===== src/hdl/phim_ring.sv =====
`default_nettype none
module phim_ring #(
  parameter int DEPTH = 128,
  parameter int AW = 7,
  parameter int DW = 4
) (
  input  wire logic          clk,
  input  wire logic          we,
  input  wire logic [AW-1:0] waddr,
  input  wire logic [DW-1:0] wdata,
  input  wire logic [AW-1:0] raddr,
  output logic      [DW-1:0] rdata
);
  logic [DW-1:0] mem [DEPTH];

  always_ff @(posedge clk) begin
    if (we) begin
      mem[waddr] <= wdata;
    end
    rdata <= mem[raddr];
  end
endmodule
`default_nettype wire


===== config.mk =====
export PLATFORM = sky130hd
export DESIGN_NAME = phim_ring
export DESIGN_NICKNAME = d
export VERILOG_FILES = /design/src/hdl/phim_ring.sv
export SDC_FILE = /design/constraint.sdc
export NUM_CORES = 1
export LEC_CHECK = 0
export BUFFER_PORTS_ARGS = -buffer_cell sky130_fd_sc_hd__clkbuf_2
export CORE_ASPECT_RATIO = 1.75
export CORE_MARGIN = 8
export CORE_UTILIZATION = 40
export DETAILED_ROUTE_END_ITERATION = 16
export GPL_TIMING_DRIVEN = 0
export MAX_ROUTING_LAYER = met4
export SLEW_MARGIN = 0
export SYNTH_ARGS = -nofsm -noshare
export SYNTH_HDL_FRONTEND = slang
export SYNTH_SLANG_ARGS = --single-unit

===== constraint.sdc =====
create_clock -name clk -period 7.6 [get_ports clk]
set_input_delay 1.52 -clock clk [delete_from_list [all_inputs] [get_ports clk]]
set_output_delay 1.52 -clock clk [all_outputs]
set_load 0.01 [all_outputs]

# After elaboration in Yosys (flattened, before gate mapping)
# Memories as Yosys holds them, arrays and structs flattened. A register that Yosys moved wholly into a read port is not among the register bits.
# Index checks and enable logic that the tools add are counted.
# totals
regBits	0
mem_bits_rw	512
mem_count	1
latch_bits	0
input_bits	20
romBits	0
word_cells	3
# op_classes
n_mul	0
n_bitwise	0
n_shift	0
mux	2
reduce_logical	0
n_lt_le_gt_ge	0
n_eq_ne	0
n_div	0
n_addsub	0
# memory_table
name	depth	word_bits	rd	rd_ports_with_merged_regs	write_ports	line_no	source
mem	128	4	1	1	1	14	logic [DW-1:0] mem [DEPTH];
# op_table
op	count
2-to-1 mux 1 bit	2

# Longest topological paths before layout
# logic_depth
ltp_word	2
ltp_mapped	6
ltp_nobuf	4

# Worst setup path before layout
# OpenSTA, ideal clock, no wires.
# synth_timing
path_kind	input-to-reg
from	input raddr[2]
to	register rdata[0] (read register of mem)
path_stages	6
slack_ns	3.782
required_time_ns	7.479
arrival_time_ns	3.697
path_cell_list	clkbuf_1 buf_1 mux4_2 mux4_2 mux4_2 mux2_2
# synth_lines
element	line_no	source
from (decl)	11	input wire logic [AW-1:0] raddr,
to (decl)	12	output logic [DW-1:0] rdata

==> impl_metrics.csv <==
group,metric,value,unit
status,status,"completed",
timing,clock_skew,15.4,ps
detailed_routing,dr.pass1.iters,5,
timing,hold_ws,1200,ps
timing,setup_viol_count_final,0,
timing,finalHoldViolations,0,
detailed_routing,wl_met2,27.1,mm
clock_network,post_cts_buffers,0,
critical_path,cpPeakStageDelay,740,ps
detailed_routing,wl_met3,2.36,mm
finish,area_delta_synth_final,11.9,%
finish,layoutNonFillerInstCount,1672,
clock_network,clkTransAtPathRegs,70,ps
placed_design,dp.cells,1592,
yosys,synth_simple_gate_area_share,3.45,%
yosys,yosys-top-cells-area,"edfxtp_1, mux4_2, nor2_1, clkbuf_1, dfxtp_1",
grt,overflow,0,
yosys,synthXorXnorAreaFrac,0,%
yosys,ys_types,16,
floorplanning,io_pins,24,
finish,final_nets,991,
timing,maxSlewViolCount,0,
critical_path,cp-start-kind,"input port",
critical_path,path_common_cell,"mux4_2",
clock_network,holdBufCountCts,0,
critical_path,cp_max_fo,10,
min_path,hold_path.class,"reg2reg",
yosys,synthAdderAreaFrac,0,%
critical_path,worstSetupEndpointType,"flip-flop",
finish,drive_gt1_share,26.6,%
detailed_routing,antenna_left,0,
floorplanning,die_h,313,um
floorplanning,die-area,58200,um^2
grt,grt_pass1_vias,9974,
floorplanning,start_util,40.2,%
detailed_routing,num_vias,9199,
critical_path,required,8050,ps
timing,tightest_slew,1330,ps
finish,fill_cells,4299,
yosys,synth_top_family_by_area,"multiplexers",
grt,grt_antenna_before_repair,3,
yosys,synth_area,20200,um^2
finish,layout_common_cells,"edfxtp_1, mux4_2, nor2_1",
yosys,ys_seq_elements,516,
clock_network,clockBufferDepth,3,
yosys,yosysTopAreaCell,"edfxtp_1",
detailed_routing,top_layer,"met4",
yosys,synth_top_area_share,76.1,%
clock_network,clk_latency,560,ps
yosys,yosysSeqAreaShare,76.5,%
timing,layout_worst_path_cycle_share,54.6,%
detailed_routing,wl_met1,15.9,mm
clock_network,cts_tree,"yes",
timing,fmax,241,MHz
critical_path,crit_arrival,4600,ps
placed_design,routabilityCongestion,0.845,
yosys,muxShareOfSynthArea,19.0,%
timing,relSlewSlack,11.1,%
detailed_routing,wl,47.7,mm
detailed_routing,viasPerCell,5.50,
floorplanning,fp.dieW,186,um
pwr,p_total,0.00567,W
floorplanning,coreArea,50200,um^2
yosys,yosys_warnings,0,
clock_network,cts_resized,0,
critical_path,crit_path_cell_trace,"clkbuf_1 > clkbuf_1 > mux4_2 > mux4_2 > mux4_2 > mux2_2",
grt,grt_pass1_wl,68.9,mm
pwr,powerDensity,251,nW/um^2
clock_network,root_buffer,"clkbuf_16",
clock_network,htree_levels,2,
critical_path,worst-path-buf-inv,2,
detailed_routing,drt_iter0_markers,771,
grt,grt_usage,17.2,%
detailed_routing,drc,0,
placed_design,dp_hpwl,33.3,mm
clock_network,clock-sinks,516,
critical_path,slowest_stage,"clkbuf_1",
detailed_routing,routedWlPerCell,28.5,um
floorplanning,floorplan.rows,109,
finish,final_common_cell,"edfxtp_1",
clock_network,cts-buffers-inserted,43,
yosys,synth_compound_area_share,0,%
yosys,synth_area_per_cell,22.2,um^2
pwr,ir_worst_vdd,157,uV
yosys,synth_cells,908,
yosys,syn_nets,928,
timing,finalSetupTns,0,ps
flow_run,maxCapViolCount,0,
timing,fin_crit,4150,ps
critical_path,critical_path_class,"in2reg",
timing,rsz0062_at_grt,"no",
placed_design,port-buffer-count,14,
critical_path,path_delay_family,"multiplexers",
pwr,leakagePower,6.73,nW
grt,grt_max_degree,89,
-- through the flow --
stage | setup slack, ps | util [%] | cell area [um^2]
detailed placement | 2810 | 42.3 | 21200
global placement | 2820 | 42.0 | 21100
global route | 3410 | 45.0 | 22600
CTS | 3410 | 45.0 | 22600
floorplan | 3780 | - | 20200
finish | 3450 | 45.0 | 22600
-- flip-flops by register name (all words and copies together), names as in the netlist --
signal / flops
mem: 512
rdata: 4
-- kinds of logic (layout without fill, tap and decap cells) --
logic type	count (synthesis)	count (layout)
buffers and inverters	50	145
DFF	516	516
muxes	172	172
other	0	3
and+or+nand+nor	170	170
-- worst paths after layout --
check / start / endpoint / slack, ps / depth (start not counted)
max: raddr[2] / rdata[3] / 3450 / 6
min: mem[126][2] / rdata[2] / 1200 / 4
min reg2reg: mem[126][2] / rdata[2] / 1200 / 4
max reg2reg: mem[115][3] / rdata[3] / 5180 / 4
-- worst register-to-register path, stage by stage, from the launching register on --
cell      delay, ps
edfxtp_1        370
mux4_2          490
mux4_2          610
mux4_2          550
mux2_2          300
-- cells in the mapped netlist --
cell	instances
buf_2	11
mux4_2	168
nand2_1	14
buf_4	3
dfxtp_1	4
mux2_2	4
edfxtp_1	512
clkbuf_1	27
buf_1	9
nor2_1	122
nand3_1	12
or3_1	1
nor3_1	9
nand4_1	3
nand2b_1	2
nor2b_1	7
-- cell type report --
type	instances	area [um^2]	share of cell area (%)
Clock inverter	27	278	1.23
Antenna cell	3	7.51	0.0332
Clock buffer	50	1100	4.88
Tap cell	666	833	3.69
Sequential cell	516	15500	68.4
Timing Repair Buffer	18	190	0.841
Buffer	50	213	0.941
Multi-Input combinational cell	342	4530	20.0
-- metal layers --
metal,vias to the layer above,GRT usage (%)
li1,3911,-
met1,4898,17.6
met2,288,31.6
met3,102,2.41
met4,0,8.16
met5,-,-
-- where the power goes --
| group | switching (W) | internal (W) |
|---|---|---|
| logic | 0.000185 | 0.000122 |
| registers | 0.00000372 | 0.00314 |
| clock network | 0.00100 | 0.00122 |
| total | 0.00119 | 0.00448 |
(Power assumes the default switching activity.)
